$ cat src/rtl/rqdt_pkg.sv
`default_nettype none

package rqdt_pkg;

	localparam int TOTAL_W = 22;
	localparam logic [TOTAL_W-1:0] TOTAL_MAX = 22'h3F_FFFF;

	localparam logic [1:0] OP_CLEAR    = 2'd0;
	localparam logic [1:0] OP_LOAD     = 2'd1;
	localparam logic [1:0] OP_REQUEST  = 2'd2;
	localparam logic [1:0] OP_COMPLETE = 2'd3;

	localparam logic [1:0] STAT_OK    = 2'd0;
	localparam logic [1:0] STAT_FULL  = 2'd1;
	localparam logic [1:0] STAT_NONE  = 2'd2;
	localparam logic [1:0] STAT_MIXED = 2'd3;

	typedef struct packed {
		logic [1:0]  operation;
		logic [15:0] gen_id;
		logic [15:0] batch_id;
		logic [15:0] run_count;
	} cmd_t;

	typedef struct packed {
		logic [1:0]         status;
		logic [5:0]         slot_index;
		logic [15:0]        out_gen;
		logic [15:0]        out_batch;
		logic [15:0]        granted_runs;
		logic [TOTAL_W-1:0] runs_left_total;
	} rsp_t;

	typedef struct packed {
		logic [15:0] gen;
		logic [15:0] batch;
		logic [15:0] owed;
	} slot_t;

	typedef enum logic [1:0] {
		ST_IDLE,
		ST_PTR,
		ST_SCAN,
		ST_DONE
	} state_t;

endpackage

`default_nettype wire

$ cat src/rtl/rqdt_slot_ram.sv
`default_nettype none

module rqdt_slot_ram #(
	parameter int DEPTH = 64,
	parameter int AW    = 6
) (
	input  wire logic            clk,
	input  wire logic            we,
	input  wire logic [AW-1:0]   waddr,
	input  wire rqdt_pkg::slot_t wdata,
	input  wire logic [AW-1:0]   raddr,
	output rqdt_pkg::slot_t      rdata
);
	import rqdt_pkg::*;

	slot_t mem [DEPTH];

	always_ff @(posedge clk) begin
		if (we) begin
			mem[waddr] <= wdata;
		end
		rdata <= mem[raddr];
	end

endmodule

`default_nettype wire

$ cat src/rtl/run_quota_dispatch_table.sv
`default_nettype none

// Run quota dispatch table.
// Command channel (cmd_valid/cmd_ready/cmd) takes one operation at a time:
// clear, load, request or complete. Each command gives exactly one response
// on rsp_valid/rsp_ready/rsp, carrying the status, the grant and the total
// of runs still owed after the command.
// Clear, load and any command on an empty table go straight to the done
// state. A request first reads the slot at the pointer; if that slot owes
// runs, it goes on to the done state, otherwise it scans the slot RAM from
// slot 0, one slot per cycle, and a complete scans the same way. A scan
// reads no further than the entry count, which is at most SLOTS. The scan
// rate is set by the single read port of the slot RAM, whose read data is
// registered.
// cmd_ready is high only between commands; one command is in flight at once.
// A finished response waits in an internal register while rsp_ready is low,
// and the next command is already taken during that wait.
// Reset empties the table, zeroes pointer and total, and drops rsp_valid.
// Slot contents are not cleared; only slots below the entry count are used.
module run_quota_dispatch_table #(
	parameter int SLOTS = 64
) (
	input  wire logic           clk,
	input  wire logic           arst_n,
	input  wire logic           cmd_valid,
	output logic                cmd_ready,
	input  wire rqdt_pkg::cmd_t cmd,
	output logic                rsp_valid,
	input  wire logic           rsp_ready,
	output rqdt_pkg::rsp_t      rsp
);
	import rqdt_pkg::*;

	localparam int AW = $clog2(SLOTS);
	localparam int CW = $clog2(SLOTS + 1);

	state_t             state_q, state_d;
	cmd_t               cmd_q, cmd_d;
	logic [CW-1:0]      count_q, count_d;
	logic [AW-1:0]      ptr_q, ptr_d;
	logic [TOTAL_W-1:0] total_q, total_d;
	logic [15:0]        tgen_q, tgen_d;
	logic               tgen_vld_q, tgen_vld_d;
	logic [CW-1:0]      scan_addr_q, scan_addr_d;
	logic [AW-1:0]      rd_idx_s1, rd_idx_d;
	rsp_t               res_q, res_d;
	rsp_t               rsp_q, rsp_d;
	logic               rsp_valid_q, rsp_valid_d;

	logic               ram_we;
	logic [AW-1:0]      ram_waddr;
	slot_t              ram_wdata;
	logic [AW-1:0]      ram_raddr;
	slot_t              ram_rdata;

	logic [TOTAL_W:0]   load_sum;
	logic [15:0]        take;
	logic               hit;
	logic [CW-1:0]      last_idx;

	rqdt_slot_ram #(
		.DEPTH(SLOTS),
		.AW   (AW)
	) u_slot_ram (
		.clk  (clk),
		.we   (ram_we),
		.waddr(ram_waddr),
		.wdata(ram_wdata),
		.raddr(ram_raddr),
		.rdata(ram_rdata)
	);

	assign load_sum = {1'b0, total_q} + (TOTAL_W + 1)'(cmd.run_count);
	assign take     = (cmd_q.run_count > ram_rdata.owed) ? ram_rdata.owed : cmd_q.run_count;
	assign last_idx = count_q - CW'(1);
	assign hit      = (cmd_q.operation == OP_REQUEST) ? (ram_rdata.owed != 16'd0) :
	                  (ram_rdata.gen == cmd_q.gen_id && ram_rdata.batch == cmd_q.batch_id);

	assign cmd_ready = (state_q == ST_IDLE);
	assign rsp_valid = rsp_valid_q;
	assign rsp       = rsp_q;

	always_comb begin
		state_d     = state_q;
		cmd_d       = cmd_q;
		count_d     = count_q;
		ptr_d       = ptr_q;
		total_d     = total_q;
		tgen_d      = tgen_q;
		tgen_vld_d  = tgen_vld_q;
		scan_addr_d = scan_addr_q;
		rd_idx_d    = rd_idx_s1;
		res_d       = res_q;
		rsp_d       = rsp_q;
		rsp_valid_d = rsp_valid_q;
		ram_we      = 1'b0;
		ram_waddr   = count_q[AW-1:0];
		ram_wdata   = '{gen: cmd.gen_id, batch: cmd.batch_id, owed: cmd.run_count};
		ram_raddr   = ptr_q;

		if (rsp_valid_q && rsp_ready) begin
			rsp_valid_d = 1'b0;
		end

		case (state_q)
			ST_IDLE: begin
				if (cmd_valid) begin
					cmd_d = cmd;
					res_d = '0;
					case (cmd.operation)
						OP_CLEAR: begin
							count_d    = '0;
							ptr_d      = '0;
							total_d    = '0;
							tgen_vld_d = 1'b0;
							state_d    = ST_DONE;
						end
						OP_LOAD: begin
							state_d = ST_DONE;
							if (tgen_vld_q && cmd.gen_id != tgen_q) begin
								res_d.status = STAT_MIXED;
							end else if (count_q == CW'(SLOTS)) begin
								res_d.status = STAT_FULL;
							end else begin
								if (!tgen_vld_q) begin
									tgen_d     = cmd.gen_id;
									tgen_vld_d = 1'b1;
								end
								ram_we  = 1'b1;
								count_d = count_q + CW'(1);
								total_d = load_sum[TOTAL_W] ? TOTAL_MAX : load_sum[TOTAL_W-1:0];
							end
						end
						OP_REQUEST: begin
							if (count_q == '0) begin
								res_d.status = STAT_NONE;
								state_d      = ST_DONE;
							end else begin
								state_d = ST_PTR;
							end
						end
						default: begin
							if (count_q == '0) begin
								res_d.status = STAT_NONE;
								state_d      = ST_DONE;
							end else begin
								ram_raddr   = '0;
								rd_idx_d    = '0;
								scan_addr_d = CW'(1);
								state_d     = ST_SCAN;
							end
						end
					endcase
				end
			end

			ST_PTR: begin
				if (ram_rdata.owed != 16'd0) begin
					res_d.slot_index   = 6'(ptr_q);
					res_d.out_gen      = ram_rdata.gen;
					res_d.out_batch    = ram_rdata.batch;
					res_d.granted_runs = cmd_q.run_count;
					ptr_d   = (CW'(ptr_q) == last_idx) ? '0 : ptr_q + AW'(1);
					state_d = ST_DONE;
				end else begin
					// fall back to the first slot that owes runs
					ram_raddr   = '0;
					rd_idx_d    = '0;
					scan_addr_d = CW'(1);
					state_d     = ST_SCAN;
				end
			end

			ST_SCAN: begin
				// keep one read in flight ahead of the slot under test
				ram_raddr   = scan_addr_q[AW-1:0];
				rd_idx_d    = scan_addr_q[AW-1:0];
				scan_addr_d = scan_addr_q + CW'(1);
				if (hit) begin
					state_d = ST_DONE;
					if (cmd_q.operation == OP_REQUEST) begin
						res_d.slot_index   = 6'(rd_idx_s1);
						res_d.out_gen      = ram_rdata.gen;
						res_d.out_batch    = ram_rdata.batch;
						res_d.granted_runs = cmd_q.run_count;
						ptr_d = (CW'(ptr_q) == last_idx) ? '0 : ptr_q + AW'(1);
					end else begin
						ram_we    = 1'b1;
						ram_waddr = rd_idx_s1;
						ram_wdata = '{gen: ram_rdata.gen, batch: ram_rdata.batch,
						              owed: ram_rdata.owed - take};
						total_d   = (total_q > TOTAL_W'(take)) ?
						            total_q - TOTAL_W'(take) : '0;
					end
				end else if (CW'(rd_idx_s1) == last_idx) begin
					res_d.status = STAT_NONE;
					state_d      = ST_DONE;
				end
			end

			ST_DONE: begin
				// hold until the output register is free
				if (!rsp_valid_q || rsp_ready) begin
					rsp_d                 = res_q;
					rsp_d.runs_left_total = total_q;
					rsp_valid_d           = 1'b1;
					state_d               = ST_IDLE;
				end
			end

			default: begin
				state_d = ST_IDLE;
			end
		endcase
	end

	always_ff @(posedge clk or negedge arst_n) begin
		if (!arst_n) begin
			state_q     <= ST_IDLE;
			count_q     <= '0;
			ptr_q       <= '0;
			total_q     <= '0;
			tgen_q      <= '0;
			tgen_vld_q  <= 1'b0;
			rsp_valid_q <= 1'b0;
		end else begin
			state_q     <= state_d;
			count_q     <= count_d;
			ptr_q       <= ptr_d;
			total_q     <= total_d;
			tgen_q      <= tgen_d;
			tgen_vld_q  <= tgen_vld_d;
			rsp_valid_q <= rsp_valid_d;
		end
	end

	always_ff @(posedge clk) begin
		cmd_q       <= cmd_d;
		scan_addr_q <= scan_addr_d;
		rd_idx_s1   <= rd_idx_d;
		res_q       <= res_d;
		rsp_q       <= rsp_d;
	end

`ifndef SYNTH
	a_ptr_in_range: assert property (@(posedge clk) disable iff (!arst_n)
		(CW'(ptr_q) < count_q) || (ptr_q == '0))
		else $error("round-robin pointer beyond entry count");

	a_count_bound: assert property (@(posedge clk) disable iff (!arst_n)
		count_q <= CW'(SLOTS))
		else $error("entry count beyond table size");

	a_rsp_from_done: assert property (@(posedge clk) disable iff (!arst_n)
		$rose(rsp_valid_q) |-> $past(state_q == ST_DONE))
		else $error("response raised outside done state");

	a_cmd_busy: assert property (@(posedge clk) disable iff (!arst_n)
		(cmd_valid && cmd_ready) |=> (state_q != ST_IDLE))
		else $error("command transfer did not start processing");

	a_grant_clean: assert property (@(posedge clk) disable iff (!arst_n)
		(rsp_valid_q && rsp_q.status != STAT_OK) |-> (rsp_q.granted_runs == 16'd0))
		else $error("runs granted on a failed command");
`endif

endmodule

`default_nettype wire

$ cat config.mk
export PLATFORM = sky130hd
export DESIGN_NAME = run_quota_dispatch_table
export DESIGN_NICKNAME = d
export VERILOG_FILES = /design/src/rtl/rqdt_pkg.sv /design/src/rtl/rqdt_slot_ram.sv /design/src/rtl/run_quota_dispatch_table.sv
export SDC_FILE = /design/constraint.sdc
export NUM_CORES = 2
export LEC_CHECK = 0
export BUFFER_PORTS_ARGS = -buffer_cell sky130_fd_sc_hd__buf_2
export CELL_PAD_IN_SITES_DETAIL_PLACEMENT = 0
export CELL_PAD_IN_SITES_GLOBAL_PLACEMENT = 2
export CORE_MARGIN = 5
export CORE_UTILIZATION = 38
export CTS_BUF_LIST = sky130_fd_sc_hd__clkbuf_4
export DETAILED_ROUTE_END_ITERATION = 10
export HOLD_SLACK_MARGIN = 0.15
export PLACE_DENSITY = 0.65
export SYNTH_ARGS = -nofsm -noshare
export SYNTH_HDL_FRONTEND = slang
export SYNTH_SLANG_ARGS = --single-unit
$ cat constraint.sdc
create_clock -name clk -period 11.5 [get_ports clk]
set_clock_uncertainty 0.05 [all_clocks]
set_input_delay 1.15 -clock clk [delete_from_list [all_inputs] [get_ports clk]]
set_output_delay 1.15 -clock clk [all_outputs]
set_load 0.02 [all_outputs]
* Word-level counts from Yosys, hierarchy flattened *
Memories as Yosys holds them, arrays and structs flattened. A register that Yosys moved wholly into a read port is not among the register bits.
Index checks and enable logic that the tools add are counted.

storage, ports and cells
  flip-flop bits (word level) = 252
  RAM bits = 3,072
  output and inout bits = 80
  word-level logic and storage cells = 169
  memories kept = 1

operators by class
  add/sub/neg operators = 7
  $lt $le $gt $ge = 2
  eq/ne operators = 30
  multiplexer cells = 78
  bitwise gates (word level) = 3
  reductions and logical operators = 24

memory list
  name            depth  width  rd ports  clocked after memory_dff  wr ports  line                 RTL
  u_slot_ram.mem  64     48     1         1                         1         rqdt_slot_ram.sv:16  slot_t mem [DEPTH];

operator list
  cell                                                            count
  54-bit 2-to-1 mux                                               3
  54-bit one-hot mux with 3 select lines                          1
  22-bit 2-to-1 mux                                               7
  48-bit 2-to-1 mux                                               3
  6-bit 2-to-1 mux                                                17
  22-bit one-hot mux with 2 select lines                          2
  78-bit 2-to-1 mux                                               1
  6-bit one-hot mux with 3 select lines                           3
  7-bit 2-to-1 mux                                                6
  16-bit equality test                                            2
  2-bit inequality test (second input constant)                   13
  22-bit by 16-bit adder with 23-bit output                       1
  22-bit by 16-bit greater-than comparator with 1-bit output      1
  22-bit by 16-bit subtractor with 22-bit output                  1
  7-bit one-hot mux with 3 select lines                           1
  2-bit 2-to-1 mux                                                9
  1-bit 2-to-1 mux                                                17
  16-bit greater-than comparator                                  1
  16-bit 2-to-1 mux                                               1
  16-bit inequality test                                          1
  16-bit nonzero test                                             1
  16-bit subtractor                                               1
  5-bit AND reduction                                             3
  7-bit by 1-bit adder with 7-bit output (second input constant)  2
  other kinds (28)                                                46

* Longest topological paths before layout *
  depth after elaboration = 8
  mapped depth = 21
  gate-level depth less buffers = 18

* Modules after synthesis *
From an unflattened synthesis, not the netlist that was laid out.

unflattened totals
  cell total of the unflattened synthesis = 6,489
  area, all modules = 132,285.6 um^2

by module, submodules not included
  module                    instances  cells each  area an instance (um^2)  sequential area each (um^2)
  rqdt_slot_ram             1          5,247       118,190.9                93,209.4
  run_quota_dispatch_table  1          1,242       14,094.8                 7,262.0

* Worst setup path before layout *
Ideal clock, no wire load.

  path kind = flip-flop to flip-flop
  from = register cmd_q[15] (netlist name)
  to = memory u_slot_ram.mem[0][9] (netlist name), data pin
  setup time = 1,009 ps
  arrival time = 7,467 ps
  data required time = 10,441 ps
  slack = 2,974 ps
  stages on the path, launching flop included = 11
  buffers on the path = 2
  period minus slack after synthesis = 8,526 ps
  cell sequence = edfxtp_1 -> ha_1 -> nand4_1 -> nor4_1 -> a21boi_1 -> o31a_1 -> clkbuf_1 -> clkbuf_1 -> mux2i_1 -> ha_1 -> o311ai_0

RTL lines
  what                      line                             RTL
  start: declaration        run_quota_dispatch_table.sv:38   cmd_t cmd_q, cmd_d;
  start signal: assignment  run_quota_dispatch_table.sv:238  cmd_q <= cmd_d;
  end: declaration          rqdt_slot_ram.sv:16

* Worst setup path after layout *
  from = register u_slot_ram.rdata[12] (netlist name)
  to = register u_slot_ram.rdata[6] (netlist name)

between the ends
  cells in the longest elaborated chain, start to end = 3

ends and longest elaborated chain
  what                                   line                             RTL
  16-bit nonzero test                    run_quota_dispatch_table.sv:158  if (ram_rdata.owed != 16'd0) begin
  6-bit 2-to-1 mux                       run_quota_dispatch_table.sv:158
  6-bit one-hot mux with 3 select lines  run_quota_dispatch_table.sv:105  case (state_q)

No other way between the ends.
A chain may end at the register's enable or synchronous reset.

==> results_dict.tcl <==
set metrics [dict create \
    outcome "finished clean" \
    ys_ff_latch 3371 \
    grt_pass1_wl_mm 659.9 \
    power.leakage_nw 54.50 \
    synth_fp_nets 9279 \
    io_pins 134 \
    r2r_cells 12 \
    combPwrFrac_pct 37.7 \
    cts_tree "built" \
    yosysWarnings 0 \
    holdPathStages 3 \
    tightestPinTransition_ns 1.436 \
    yosysUniqueCellTypes 90 \
    drtAntennaViolNets 0 \
    grt_pass1_vias 85915 \
    async_reset_ff_share_pct 1.632 \
    rsz0062_at_grt "no" \
    clkPwrFrac_pct 26.4 \
    root_buffer "clkbuf_4" \
    rows 218 \
    fmax_mhz 139.2 \
    cts_inserted_buffers 879 \
    min_path_type "input port to register" \
    final_cell_mix "3268 x edfxtp_1, 1779 x nand2_1, 1338 x clkbuf_4" \
    min_to "tgen_q[13]" \
    cts_setup_buffers 0 \
    drt-initial-drc-count 8409 \
    path_max_fanout 85 \
    viasPerCell 5.628 \
    die-area_um2 366400 \
    grt-ovfl-total 0 \
    fin_tns_setup_ns 0 \
    rrSetupSlack_ns 4.32 \
    fin_crit_sh_pct 62.45 \
    hold_viol 0 \
    cap_viol_max_count 0 \
    min_period_ns 7.182 \
    drive_gt1_share_pct 19.25 \
    power_density_nw_per_um2 263.4 \
    crit_required_ns 12.75 \
    place_inst 13696 \
    grt_max_degree 138 \
    p_switching_w 0.01624 \
    nets 10073 \
    path_class "register to register" \
    clk_path_buf_depth 4 \
    fin_util_pct 43.81 \
    fill_cells 32313 \
    drc_errors 0 \
    seq_area_frac_synth_pct 74.60 \
    relSlewSlack_pct 3.718 \
    netlist_area_um2 134700 \
    p_int_w 0.02450 \
    layoutNonFillerInstCount 15443 \
    clock_latency_ns 1.64 \
    wl_per_cell_um 30.78 \
    die_width_um 605.3 \
    synthToLayoutAreaGrowth_pct 14.82 \
    dr.pass1.iters 8 \
    cts_sinks 3371 \
    synth_edf_count 3268 \
    worst_ir_drop_vdd_v 0.0002723 \
    crit_path_end_kind "register" \
    coreArea_um2 353000 \
    finalSetupViolations 0 \
    dp_hpwl_mm 260.5 \
    slew_viol_final 0 \
    clk_pin_slew_ns 0.07 \
    routed_wl_mm 475.4 \
    htreeDepth 6 \
    r2r-start "u_slot_ram.rdata[12]" \
    min_from "cmd[45]" \
    place_area_um2 141800 \
    synth_cells 9153 \
    vias 86920 \
    reg2reg_to "u_slot_ram.rdata[6]" \
    stdcell_area_um2 154600 \
    sw_frac_of_total_pct 39.86 \
    synthFlopType "edfxtp_1" \
    start_util_pct 38.16 \
    routabilityCongestion 0.8245 \
    place_ws_ns 4.011 \
    avgSynthCellArea_um2 14.71 \
    io_buffers 133 \
    start_kind "register" \
    antenna_found_initial 43 \
    final_common_cell "edfxtp_1" \
    seqPwrFrac_pct 35.9 \
    finalWorstSetupSlack_ns 4.318 \
    arrival_ns 8.43 \
    die_h_um 605.3 \
    grt_usage_pct 25.26 \
]
## per-stage QoR
step	hold WS [ns]	total power, W
3_5_place_dp	0.3545	0.03018
5_1_grt	0.2898	0.04265
3_3_place_gp	0.3503	0.03012
4_1_cts	0.1501	0.04102
2_1_floorplan	0.3503	0.02411
6_report	0.3551	0.04074
## power by group through the flow
stage	logic [W]	clock network, W	registers, W
3_5_place_dp	0.0153	0	0.0149
5_1_grt	0.0163	0.0117	0.0147
4_1_cts	0.0153	0.0110	0.0146
2_1_floorplan	0.00941	0	0.0147
3_3_place_gp	0.0152	0	0.0149
6_report	0.0153	0.0108	0.0146
## layer usage
layer	wire length (um)	part of all wire, %	GRT usage (%)
met5	169	0.036	0
met2	226600	48	41.22
met1	197300	42	33.79
met4	15760	3.3	9.017
met3	35590	7.5	4.842
## kinds of logic after synthesis
logic type / synth area share [%]
DFF: 74.60
and+or+nand+nor: 9.289
AOI/OAI and AO/OA: 7.113
muxes: 5.505
buffers and inverters: 2.088
xor gates and xnor gates: 0.7219
adders and majority gates: 0.6819
## what timing repair did
action | 4_1_cts | 5_1_grt
resized for setup | 0 | 0
hold endpoints to repair | 204 | 0
hold buffers | 98 | 0
## worst max-delay path: stages (launching register included)
cell,delay [ns]
dfxtp_1,0.34
or4_1,0.61
o41ai_4,0.66
nand3_1,0.65
inv_1,0.82
o21ai_4,0.06
buf_4,0.36
nand2_4,0.74
buf_12,0.53
o221ai_1,0.36
a31oi_1,0.38
nor3_1,0.17
or4_1,0.98
## how the worst max path moves through the flow
stage               slack [ns]  cells past startpoint                endpoint            startpoint
global placement          3.86                     14    u_slot_ram.rdata[18]               cmd[48]
floorplan                 2.97                     10    u_slot_ram.mem[0][9]             cmd_q[15]
finish                    4.32                     12     u_slot_ram.rdata[6]  u_slot_ram.rdata[12]
global route              4.15                     12  u_slot_ram.mem[56][23]  u_slot_ram.rdata[39]
CTS                       4.34                     12  u_slot_ram.mem[58][42]  u_slot_ram.rdata[42]
detailed placement        4.01                     13    u_slot_ram.rdata[19]               cmd[48]
## cell type report
class,instances,area [um2],share of cell area [%]
clock inverter,256,1647,1.065
multi-input combinational,5151,32310,20.89
tap,4730,5918,3.827
clock buffer,1338,10040,6.496
antenna,53,132.6,0.08577
inverter,54,202.7,0.1311
sequential,3371,100500,64.97
timing repair buffer,490,3916,2.533
## cell usage after synthesis, types with 39 or more instances
cell / count / share of area, %
edfxtp_1: 3268 / 73
nand2_1: 1787 / 5.0
mux2i_1: 564 / 4.2
a21oi_1: 366 / 1.4
nand3_1: 353 / 1.3
clkbuf_1: 301 / 0.84
a31oi_1: 212 / 0.98
buf_2: 207 / 0.77
o22ai_1: 187 / 0.87
nor3_1: 180 / 0.67
and3_1: 156 / 0.72
o21ai_0: 151 / 0.56
nor2_1: 133 / 0.37
o221ai_1: 132 / 0.86
xnor2_1: 80 / 0.52
a2111oi_0: 73 / 0.47
a311oi_1: 73 / 0.47
ha_1: 71 / 0.66
a211oi_1: 66 / 0.37
and2_1: 62 / 0.29
dfrtp_1: 55 / 1.0
inv_1: 53 / 0.15
mux2_2: 53 / 0.44
mux4_2: 52 / 0.87
dfxtp_1: 48 / 0.71
or4_1: 48 / 0.27
nor4_1: 47 / 0.22
a32oi_1: 40 / 0.26
buf_4: 39 / 0.22
## sequential cells by signal, indices dropped and copies added (netlist names)
register / count
u_slot_ram.mem: 3072
rsp: 78
res_q: 56
cmd_q: 50
u_slot_ram.rdata: 48
total_q: 22
tgen_q: 16
count_q: 7
ptr_q: 6
rd_idx_s1: 6
scan_addr_q: 6
state_q: 2
rsp_valid: 1
tgen_vld_q: 1
No activity file was read; power rests on OpenSTA's default activity.
